$ cat config.mk
export PLATFORM = sky130hd
export DESIGN_NAME = log_message_control_char_escaper_unit_flat
export DESIGN_NICKNAME = d
export VERILOG_FILES = /design/src/lmcce_pkg.sv /design/src/lmcce_if.sv /design/src/log_message_control_char_escaper_unit.sv /design/src/lmcce_emitter.sv /design/src/flat_wrapper.sv
export SDC_FILE = /design/constraint.sdc
export NUM_CORES = 1
export LEC_CHECK = 0
export ABC_AREA = 1
export BUFFER_PORTS_ARGS = -buffer_cell sky130_fd_sc_hd__clkbuf_2
export CAP_MARGIN = 25
export CORE_MARGIN = 4
export CORE_UTILIZATION = 30
export DETAILED_ROUTE_END_ITERATION = 6
export SETUP_SLACK_MARGIN = 0.1
export SLEW_MARGIN = 40
export SYNTH_ARGS = -nofsm -noshare
export SYNTH_HDL_FRONTEND = slang
export SYNTH_SLANG_ARGS = --single-unit
$ cat constraint.sdc
create_clock -name clk -period 5.9 [get_ports clk]
set_clock_uncertainty 0.2 [all_clocks]
set_input_delay 0.59 -clock clk [delete_from_list [all_inputs] [get_ports clk]]
set_output_delay 0.59 -clock clk [all_outputs]
set_load 0.03 [all_outputs]
$ cat src/lmcce_pkg.sv
// shared types, register indexes and byte classification for the escaper
package lmcce_pkg;

	localparam int unsigned ByteW   = 8;
	localparam int unsigned LenW    = 17;
	localparam int unsigned IdxW    = 3;
	localparam int unsigned HoldW   = 2;
	localparam int unsigned SlotW   = 2;

	localparam logic [ByteW-1:0] ChNul   = 8'd0;
	localparam logic [ByteW-1:0] ChTab   = 8'd9;
	localparam logic [ByteW-1:0] ChLf    = 8'd10;
	localparam logic [ByteW-1:0] ChSpace = 8'd32;
	localparam logic [ByteW-1:0] ChZero  = 8'd48;
	localparam logic [ByteW-1:0] ChDel   = 8'd127;
	localparam logic [LenW-1:0]  Reserve = 17'd3;

	// configuration register indexes
	typedef enum logic [IdxW-1:0] {
		REG_ESCAPE_CHAR      = 3'd0,
		REG_ESCAPE_CONTROL   = 3'd1,
		REG_LF_TO_SPACE      = 3'd2,
		REG_ESCAPE_HIGH      = 3'd3,
		REG_ESCAPE_TAB       = 3'd4,
		REG_DROP_TRAILING_LF = 3'd5,
		REG_MAX_LINE         = 3'd6
	} reg_idx_t;

	typedef struct packed {
		logic [ByteW-1:0] escape_char;
		logic             escape_control;
		logic             lf_to_space;
		logic             escape_high;
		logic             escape_tab;
		logic             drop_trailing_lf;
		logic [LenW-1:0]  max_line;
	} cfg_t;

	// source bytes of one word to be written out, oldest first
	typedef struct packed {
		logic [2:0][ByteW-1:0] bytes;
		logic [SlotW-1:0]      n;
		logic                  last;
	} job_t;

	// byte after optional line feed mapping
	function automatic logic [ByteW-1:0] map_byte(input logic [ByteW-1:0] c, input cfg_t cfg);
		logic [ByteW-1:0] r;
		r = c;
		if (cfg.lf_to_space && c == ChLf) begin
			r = ChSpace;
		end
		return r;
	endfunction

	// true when a mapped byte goes out as an octal escape
	function automatic logic needs_escape(input logic [ByteW-1:0] c, input cfg_t cfg);
		logic ctl;
		logic hi;
		ctl = (c < ChSpace) && (c != ChTab || cfg.escape_tab) &&
		      (c == ChNul || cfg.escape_control);
		hi  = (c > ChDel) && cfg.escape_high;
		return ctl || hi;
	endfunction

endpackage

$ cat src/lmcce_if.sv
// valid/ready channels for raw message bytes and sanitized result words
interface lmcce_in_if;
	logic       valid;
	logic       ready;
	logic [7:0] data_byte;
	logic       last_in;

	modport source (output valid, output data_byte, output last_in, input ready);
	modport sink   (input valid, input data_byte, input last_in, output ready);
endinterface

interface lmcce_out_if;
	logic       valid;
	logic       ready;
	logic [7:0] out_byte;
	logic       last_out;
	logic       no_byte;

	modport source (output valid, output out_byte, output last_out, output no_byte, input ready);
	modport sink   (input valid, input out_byte, input last_out, input no_byte, output ready);
endinterface

$ cat src/log_message_control_char_escaper_unit.sv
// Log message control character escaper: takes one byte word a cycle while the emitter is ready,
// writes escaped words. A source byte passes the job register and then the output register
// once the word that releases it from the two-byte trailing hold is taken; escape digits follow
// one per cycle while the output is ready. Each released byte costs one output word (four when
// escaped), input waits meanwhile, so the output port sets the rate. At most 12 words per word.
// Reset: arst_n clears the hold, counters and handshakes and loads register defaults.
module log_message_control_char_escaper_unit (
	input  logic        clk,
	input  logic        arst_n,
	input  logic        wr_en,
	input  logic [2:0]  wr_index,
	input  logic [16:0] wr_data,
	lmcce_in_if.sink    msg_in,
	lmcce_out_if.source msg_out
);

	lmcce_pkg::cfg_t                    cfg_q;
	logic [1:0][lmcce_pkg::ByteW-1:0]   held_q;
	logic [lmcce_pkg::HoldW-1:0]        held_cnt_q;

	logic                               acc;
	logic                               job_push;
	logic                               job_ready;
	lmcce_pkg::job_t                    job;
	logic [2:0][lmcce_pkg::ByteW-1:0]   buf_b;
	logic [lmcce_pkg::SlotW-1:0]        n0;
	logic [lmcce_pkg::SlotW-1:0]        n1;
	logic [lmcce_pkg::ByteW-1:0]        tail;

	// configuration registers
	always_ff @(posedge clk or negedge arst_n) begin
		if (!arst_n) begin
			cfg_q.escape_char      <= 8'd35;
			cfg_q.escape_control   <= 1'b1;
			cfg_q.lf_to_space      <= 1'b0;
			cfg_q.escape_high      <= 1'b0;
			cfg_q.escape_tab       <= 1'b1;
			cfg_q.drop_trailing_lf <= 1'b1;
			cfg_q.max_line         <= 17'd8096;
		end else if (wr_en) begin
			case (lmcce_pkg::reg_idx_t'(wr_index))
				lmcce_pkg::REG_ESCAPE_CHAR:      cfg_q.escape_char      <= wr_data[7:0];
				lmcce_pkg::REG_ESCAPE_CONTROL:   cfg_q.escape_control   <= wr_data[0];
				lmcce_pkg::REG_LF_TO_SPACE:      cfg_q.lf_to_space      <= wr_data[0];
				lmcce_pkg::REG_ESCAPE_HIGH:      cfg_q.escape_high      <= wr_data[0];
				lmcce_pkg::REG_ESCAPE_TAB:       cfg_q.escape_tab       <= wr_data[0];
				lmcce_pkg::REG_DROP_TRAILING_LF: cfg_q.drop_trailing_lf <= wr_data[0];
				lmcce_pkg::REG_MAX_LINE:         cfg_q.max_line         <= wr_data;
				default: ;
			endcase
		end
	end

	assign msg_in.ready = job_ready;
	assign acc          = msg_in.valid && job_ready;

	// message tail with the new byte appended, then trailing trim
	always_comb begin
		buf_b[0] = (held_cnt_q == 2'd0) ? msg_in.data_byte : held_q[0];
		buf_b[1] = (held_cnt_q == 2'd1) ? msg_in.data_byte : held_q[1];
		buf_b[2] = msg_in.data_byte;
		n0 = held_cnt_q + 2'd1;
		if (msg_in.data_byte == lmcce_pkg::ChNul) begin
			n0 = held_cnt_q;
		end
		case (n0)
			2'd1:    tail = buf_b[0];
			2'd2:    tail = buf_b[1];
			2'd3:    tail = buf_b[2];
			default: tail = '0;
		endcase
		n1 = n0;
		if (cfg_q.drop_trailing_lf && n0 != 2'd0 && tail == lmcce_pkg::ChLf) begin
			n1 = n0 - 2'd1;
		end
	end

	// job built from the word: release the oldest held byte, or the whole trimmed tail
	always_comb begin
		job.bytes = buf_b;
		job.n     = n1;
		job.last  = msg_in.last_in;
		job_push  = acc && msg_in.last_in;
		if (!msg_in.last_in) begin
			job.bytes = {held_q[1], held_q[1], held_q[0]};
			job.n     = 2'd1;
			job_push  = acc && held_cnt_q == 2'd2;
		end
	end

	// trailing hold
	always_ff @(posedge clk or negedge arst_n) begin
		if (!arst_n) begin
			held_cnt_q <= '0;
		end else if (acc) begin
			if (msg_in.last_in) begin
				held_cnt_q <= '0;
			end else if (held_cnt_q != 2'd2) begin
				held_cnt_q <= held_cnt_q + 2'd1;
			end
		end
	end

	always_ff @(posedge clk) begin
		if (acc && !msg_in.last_in) begin
			if (held_cnt_q == 2'd2) begin
				held_q[0] <= held_q[1];
				held_q[1] <= msg_in.data_byte;
			end else if (held_cnt_q == 2'd1) begin
				held_q[1] <= msg_in.data_byte;
			end else begin
				held_q[0] <= msg_in.data_byte;
			end
		end
	end

	lmcce_emitter u_emitter (
		.clk       (clk),
		.arst_n    (arst_n),
		.cfg       (cfg_q),
		.job_push  (job_push),
		.job_in    (job),
		.job_ready (job_ready),
		.out_ch    (msg_out)
	);

endmodule

$ cat src/lmcce_emitter.sv
// walks the source bytes of one job, expanding escapes and applying the length limit
module lmcce_emitter (
	input  logic                clk,
	input  logic                arst_n,
	input  lmcce_pkg::cfg_t     cfg,
	input  logic                job_push,
	input  lmcce_pkg::job_t     job_in,
	output logic                job_ready,
	lmcce_out_if.source         out_ch
);

	logic                                job_valid_q;
	lmcce_pkg::job_t                     job_q;
	logic [lmcce_pkg::SlotW-1:0]         idx_q;
	logic [1:0]                          sub_q;
	logic                                emitted_q;
	logic [lmcce_pkg::LenW-1:0]          count_q;
	logic                                trunc_q;
	logic                                out_valid_q;
	logic [lmcce_pkg::ByteW-1:0]         out_byte_q;
	logic                                out_last_q;
	logic                                out_nob_q;

	logic                                adv;
	logic [lmcce_pkg::ByteW-1:0]         raw;
	logic [lmcce_pkg::ByteW-1:0]         c2;
	logic                                esc;
	logic [lmcce_pkg::LenW-1:0]          lim;
	logic                                cut;
	logic                                have;
	logic                                byte_end;
	logic                                done;
	logic                                emit;
	logic [lmcce_pkg::ByteW-1:0]         ch;
	logic [lmcce_pkg::LenW:0]            count_inc;
	logic [lmcce_pkg::SlotW-1:0]         idx_inc;

	// current source byte
	always_comb begin
		case (idx_q)
			2'd0:    raw = job_q.bytes[0];
			2'd1:    raw = job_q.bytes[1];
			2'd2:    raw = job_q.bytes[2];
			default: raw = '0;
		endcase
	end

	// limit test and escape decision
	always_comb begin
		lim       = (cfg.max_line >= lmcce_pkg::Reserve) ? (cfg.max_line - lmcce_pkg::Reserve) : '0;
		cut       = trunc_q || (count_q >= lim);
		c2        = lmcce_pkg::map_byte(raw, cfg);
		esc       = lmcce_pkg::needs_escape(c2, cfg);
		have      = (idx_q != job_q.n) && !(sub_q == 2'd0 && cut);
		byte_end  = !esc || sub_q == 2'd3;
		count_inc = {1'b0, count_q} + 18'd1;
		idx_inc   = idx_q + 2'd1;
		adv       = job_valid_q && (!out_valid_q || out_ch.ready);
	end

	// character selection and end of job
	always_comb begin
		ch   = '0;
		emit = 1'b0;
		done = 1'b0;
		if (have) begin
			emit = 1'b1;
			done = byte_end && ((idx_inc == job_q.n) || (count_inc >= {1'b0, lim}));
			case (sub_q)
				2'd0:    ch = esc ? cfg.escape_char : c2;
				2'd1:    ch = lmcce_pkg::ChZero + {6'd0, c2[7:6]};
				2'd2:    ch = lmcce_pkg::ChZero + {5'd0, c2[5:3]};
				2'd3:    ch = lmcce_pkg::ChZero + {5'd0, c2[2:0]};
				default: ch = '0;
			endcase
		end else begin
			// empty close of a last job that wrote nothing
			emit = job_q.last && !emitted_q;
			done = 1'b1;
		end
	end

	assign job_ready = !job_valid_q || (adv && done);

	// job and counter state
	always_ff @(posedge clk or negedge arst_n) begin
		if (!arst_n) begin
			job_valid_q <= 1'b0;
			idx_q       <= '0;
			sub_q       <= '0;
			emitted_q   <= 1'b0;
			count_q     <= '0;
			trunc_q     <= 1'b0;
		end else begin
			if (adv) begin
				if (done) begin
					idx_q     <= '0;
					sub_q     <= '0;
					emitted_q <= 1'b0;
					if (job_q.last) begin
						count_q <= '0;
						trunc_q <= 1'b0;
					end else if (have) begin
						count_q <= count_inc[lmcce_pkg::LenW-1:0];
					end else if (cut && idx_q != job_q.n) begin
						trunc_q <= 1'b1;
					end
				end else begin
					count_q   <= count_inc[lmcce_pkg::LenW-1:0];
					emitted_q <= 1'b1;
					if (byte_end) begin
						idx_q <= idx_inc;
						sub_q <= '0;
					end else begin
						sub_q <= sub_q + 2'd1;
					end
				end
			end
			if (job_ready) begin
				job_valid_q <= job_push;
			end
		end
	end

	// job payload
	always_ff @(posedge clk) begin
		if (job_ready && job_push) begin
			job_q <= job_in;
		end
	end

	// output word register
	always_ff @(posedge clk or negedge arst_n) begin
		if (!arst_n) begin
			out_valid_q <= 1'b0;
		end else if (adv && emit) begin
			out_valid_q <= 1'b1;
		end else if (out_ch.ready) begin
			out_valid_q <= 1'b0;
		end
	end

	always_ff @(posedge clk) begin
		if (adv && emit) begin
			out_byte_q <= ch;
			out_last_q <= done && job_q.last;
			out_nob_q  <= !have;
		end
	end

	assign out_ch.valid    = out_valid_q;
	assign out_ch.out_byte = out_byte_q;
	assign out_ch.last_out = out_last_q;
	assign out_ch.no_byte  = out_nob_q;

endmodule
$ cat src/flat_wrapper.sv
// flat-port wrapper written by rule: the top's interface ports become plain ports
module log_message_control_char_escaper_unit_flat 
  (clk, arst_n, wr_en, wr_index, wr_data, msg_in_valid, msg_in_data_byte, msg_in_last_in, msg_in_ready, msg_out_valid, msg_out_out_byte, msg_out_last_out, msg_out_no_byte, msg_out_ready);
  lmcce_in_if msg_in_i ();
  lmcce_out_if msg_out_i ();
  input  logic clk;
  input  logic arst_n;
  input  logic wr_en;
  input  logic [2:0] wr_index;
  input  logic [16:0] wr_data;
  input wire logic [$bits(msg_in_i.valid)-1:0] msg_in_valid;
  input wire logic [$bits(msg_in_i.data_byte)-1:0] msg_in_data_byte;
  input wire logic [$bits(msg_in_i.last_in)-1:0] msg_in_last_in;
  output wire logic [$bits(msg_in_i.ready)-1:0] msg_in_ready;
  output wire logic [$bits(msg_out_i.valid)-1:0] msg_out_valid;
  output wire logic [$bits(msg_out_i.out_byte)-1:0] msg_out_out_byte;
  output wire logic [$bits(msg_out_i.last_out)-1:0] msg_out_last_out;
  output wire logic [$bits(msg_out_i.no_byte)-1:0] msg_out_no_byte;
  input wire logic [$bits(msg_out_i.ready)-1:0] msg_out_ready;
  assign msg_in_i.valid = msg_in_valid;
  assign msg_in_i.data_byte = msg_in_data_byte;
  assign msg_in_i.last_in = msg_in_last_in;
  assign msg_in_ready = msg_in_i.ready;
  assign msg_out_valid = msg_out_i.valid;
  assign msg_out_out_byte = msg_out_i.out_byte;
  assign msg_out_last_out = msg_out_i.last_out;
  assign msg_out_no_byte = msg_out_i.no_byte;
  assign msg_out_i.ready = msg_out_ready;
  log_message_control_char_escaper_unit u_core (.clk(clk), .arst_n(arst_n), .wr_en(wr_en), .wr_index(wr_index), .wr_data(wr_data), .msg_in(msg_in_i), .msg_out(msg_out_i));
endmodule
==> results.sh <==
export IMPL_outcome="finished, final reports clean"
export IMPL_avgSynthCellArea_um2=8.155
export IMPL_vias_per_cell=4.559
export IMPL_clockBufferDepth=2
export IMPL_start_util=0.3042
export IMPL_cpPeakStageDelay_ns=0.41
export IMPL_critPathBufInv=6
export IMPL_register_area_mm2=0.003034
export IMPL_synth_fa_ha_area_frac=0.08963
export IMPL_finalCritPeriodShare=0.8296
export IMPL_startpoint_type="register"
export IMPL_synth_flop_cell="edfxtp_1"
export IMPL_syn_inst=873
export IMPL_endpoint_kind="output port"
export IMPL_grt_first_pass_wirelength_um=27210
export IMPL_die_h_um=162.1
export IMPL_min_period_ns=4.895
export IMPL_max_cap_viol_count=0
export IMPL_cts_setup_buffers=0
export IMPL_gp_congestion=0.8908
export IMPL_hold_viol=0
export IMPL_io_buffers=45
export IMPL_leakagePower_nw=3.658
export IMPL_p_total_mw=3.481
export IMPL_numClockSinks=110
export IMPL_synth_simple_area_share=0.2531
export IMPL_hp_class="primary input to asynchronous set/reset pin"
export IMPL_slew_violations=0
export IMPL_fmax_mhz=204.3
export IMPL_diodes=0
export IMPL_fillers=2506
export IMPL_final_cell_mix="nand2_1, o21ai_0, inv_1"
export IMPL_async_flop_share=0.5182
export IMPL_clkLatencyLatePin_ns=0.38
export IMPL_grt_pass1_vias=5221
export IMPL_synth_top_family_by_area="simple AND/OR/NAND/NOR gates"
export IMPL_num_vias=5621
export IMPL_netlist_area_mm2=0.007119
export IMPL_die_area_mm2=0.02626
export IMPL_synth_nets=958
export IMPL_core_mm2=0.02340
export IMPL_vdd_drop_max_mv=0.2279
export IMPL_route_detailed_drc=0
export IMPL_synth_area_mux_share=0.01107
export IMPL_maxSlewHeadroom=0.5956
export IMPL_synth_compound_area_share=0.1167
export IMPL_hold_buffers=0
export IMPL_first_iter_violations=385
export IMPL_die_width_um=162.1
export IMPL_area_growth_pct=11.76
export IMPL_worstPathMaxFanout=12
export IMPL_cts_max_level=3
export IMPL_cts_resized=0
export IMPL_firstDrtPassIters=5
export IMPL_cpMostUsedCell="inv_1"
export IMPL_dp_hpwl_um=12890
export IMPL_tightest_slew_ns=0.6003
export IMPL_multi_input_area_mm2=0.003543
export IMPL_crit_arrival_ns=4.10
export IMPL_synthXorXnorAreaFrac=0.02566
export IMPL_path_cells="nor2_1, nand2_1, nor2_1, inv_1, nor3_1, inv_1, nor2_1, inv_1, nand3b_1, ha_1, nand2_1, inv_1, nand2_1, nand2_1, a21oi_1, nand4_1, o21ai_1, nand2_2, inv_1, nand2_2, nand3_4, nand2_4, clkbuf_2"
export IMPL_grt_max_degree=58
export IMPL_worstSetupPathType="register to output port"
export IMPL_p_per_area_mw_per_mm2=437.5
export IMPL_yosysSeqAreaShare=0.4262
export IMPL_grt_ovfl_total=0
export IMPL_ant_nets=0
export IMPL_antenna_found_initial=0
export IMPL_slowest_stage="dfrtp_1"
export IMPL_root_buffer="clkbuf_16"
export IMPL_fin_tns_setup_ns=0
export IMPL_rsz0062_at_grt="no"
export IMPL_crit_family="simple AND/OR/NAND/NOR gates"
export IMPL_rows=56
export IMPL_ios=46
export IMPL_cts_made_buffers=9
export IMPL_drt_wl_total_um=16630
export IMPL_layout_commonest_cell="nand2_1"
export IMPL_required_ns=5.11
export IMPL_synth_seq_cells=110
export IMPL_clk_pin_slew_ns=0.08
export IMPL_post_drt_wl_per_cell_um=13.49
export IMPL_grt_util_all_layers=0.1299
export IMPL_cts_tree="built"
export IMPL_nets=994
export IMPL_yosys_warnings=0
export IMPL_final_setup_viol_count=0
export IMPL_ys_types=45
export IMPL_drive_gt1_frac=0.1532
export IMPL_synth_edf_count=53
-- flip-flops by register name, summed over array words and instances, names as in the netlist --
register,cells
u_core.cfg_q,30
u_core.held_cnt_q,2
u_core.held_q,16
u_core.u_emitter.count_q,17
u_core.u_emitter.emitted_q,1
u_core.u_emitter.idx_q,2
u_core.u_emitter.job_q,27
u_core.u_emitter.job_valid_q,1
u_core.u_emitter.out_ch.last_out,1
u_core.u_emitter.out_ch.no_byte,1
u_core.u_emitter.out_ch.out_byte,8
u_core.u_emitter.out_ch.valid,1
u_core.u_emitter.sub_q,2
u_core.u_emitter.trunc_q,1
-- power by group --
group          total, mW  switching, mW  internal (mW)
combinational       1.59           1.08          0.511
sequential          1.24          0.150           1.09
clock              0.655          0.342          0.313
total               3.48           1.57           1.91
-- cell families (layout without fill, tap and decap cells) --
family,Yosys count,after routing
simple gates,401,401
compound gates,153,153
buf+inv,131,172
flops,110,110
fa+ha+maj,51,51
xor+xnor,20,20
mux,7,7
-- cell usage after synthesis (4+ instances only) --
library cell    n  area [um2]
inv_2           8       30.03
a211oi_1        5       37.54
nand2_2         5       31.28
xor2_1         16       140.1
dfrtp_1        44        1101
a21oi_1        25       125.1
nand2_4         4       45.04
nor2_1         63       236.5
dfstp_2        13       341.6
clkbuf_1       15       56.30
o21ai_0       100       500.5
nand2_1       237       889.6
nor3_1         10       50.05
mux2_2          7       78.83
a31oi_1         8       50.05
nand4_1         9       56.30
nand3_2        13       130.1
ha_1           51       638.1
nand3_1        40       200.2
nor2_2          6       37.54
o21ai_2         4       35.03
edfxtp_1       53        1592
inv_1          98       367.9
-- worst register-to-register path, delay by kind of cell, from the launching register on --
family,cells,cell delay (ns)
and+or+nand+nor,18,2.67
buffers and inverters,4,0.53
DFF,1,0.41
adders and majority gates,1,0.19
AOI/OAI and AO/OA,1,0.08
-- metal layers --
metal	GRT usage	wire (um)	up-vias
li1	-	-	2953
met3	0.03096	675	9
met1	0.1832	8258	2564
met2	0.2036	7564	95
met5	0	0	-
met4	0.02884	133	0
-- stage by stage --
step / cells / instance area [um2] / hold slack (ns) / utilization / worst slack, ns
after floorplan: 873 / 7119 / 0.09441 / - / 1.084
after global placement: 1217 / 7626 / 0.2785 / 0.3259 / 1.498
after detailed placement: 1217 / 7631 / 0.2891 / 0.3261 / 1.429
after CTS: 1233 / 7953 / 0.2195 / 0.3398 / 0.9664
after global routing: 1233 / 7956 / 0.1445 / 0.3400 / 0.6253
final: 1233 / 7956 / 0.1016 / 0.3400 / 1.005
-- cell type report --
type                            count  area share
Tap cell                          319     0.05017
Timing Repair Buffer               48     0.03161
Multi-Input combinational cell    632      0.4454
Sequential cell                   110      0.3813
Inverter                          108     0.05111
Clock inverter                      7     0.01211
Clock buffer                        9     0.02831
-- final timing paths --
check,from,to,slack (ns),cells after the start
min in group clk,msg_out_ready,u_core.u_emitter.out_ch.valid,0.25,2
worst max register to register,u_core.cfg_q[2],u_core.held_q[1],1.46,24
max in group asynchronous,arst_n,u_core.u_emitter.count_q[14],5.00,2
worst min register to register,u_core.cfg_q[22],u_core.cfg_q[22],0.30,2
worst min-delay path,arst_n,u_core.cfg_q[6],0.10,2
worst max-delay path,u_core.cfg_q[2],msg_in_ready,1.01,23
Power figures use the tool's default switching activity.
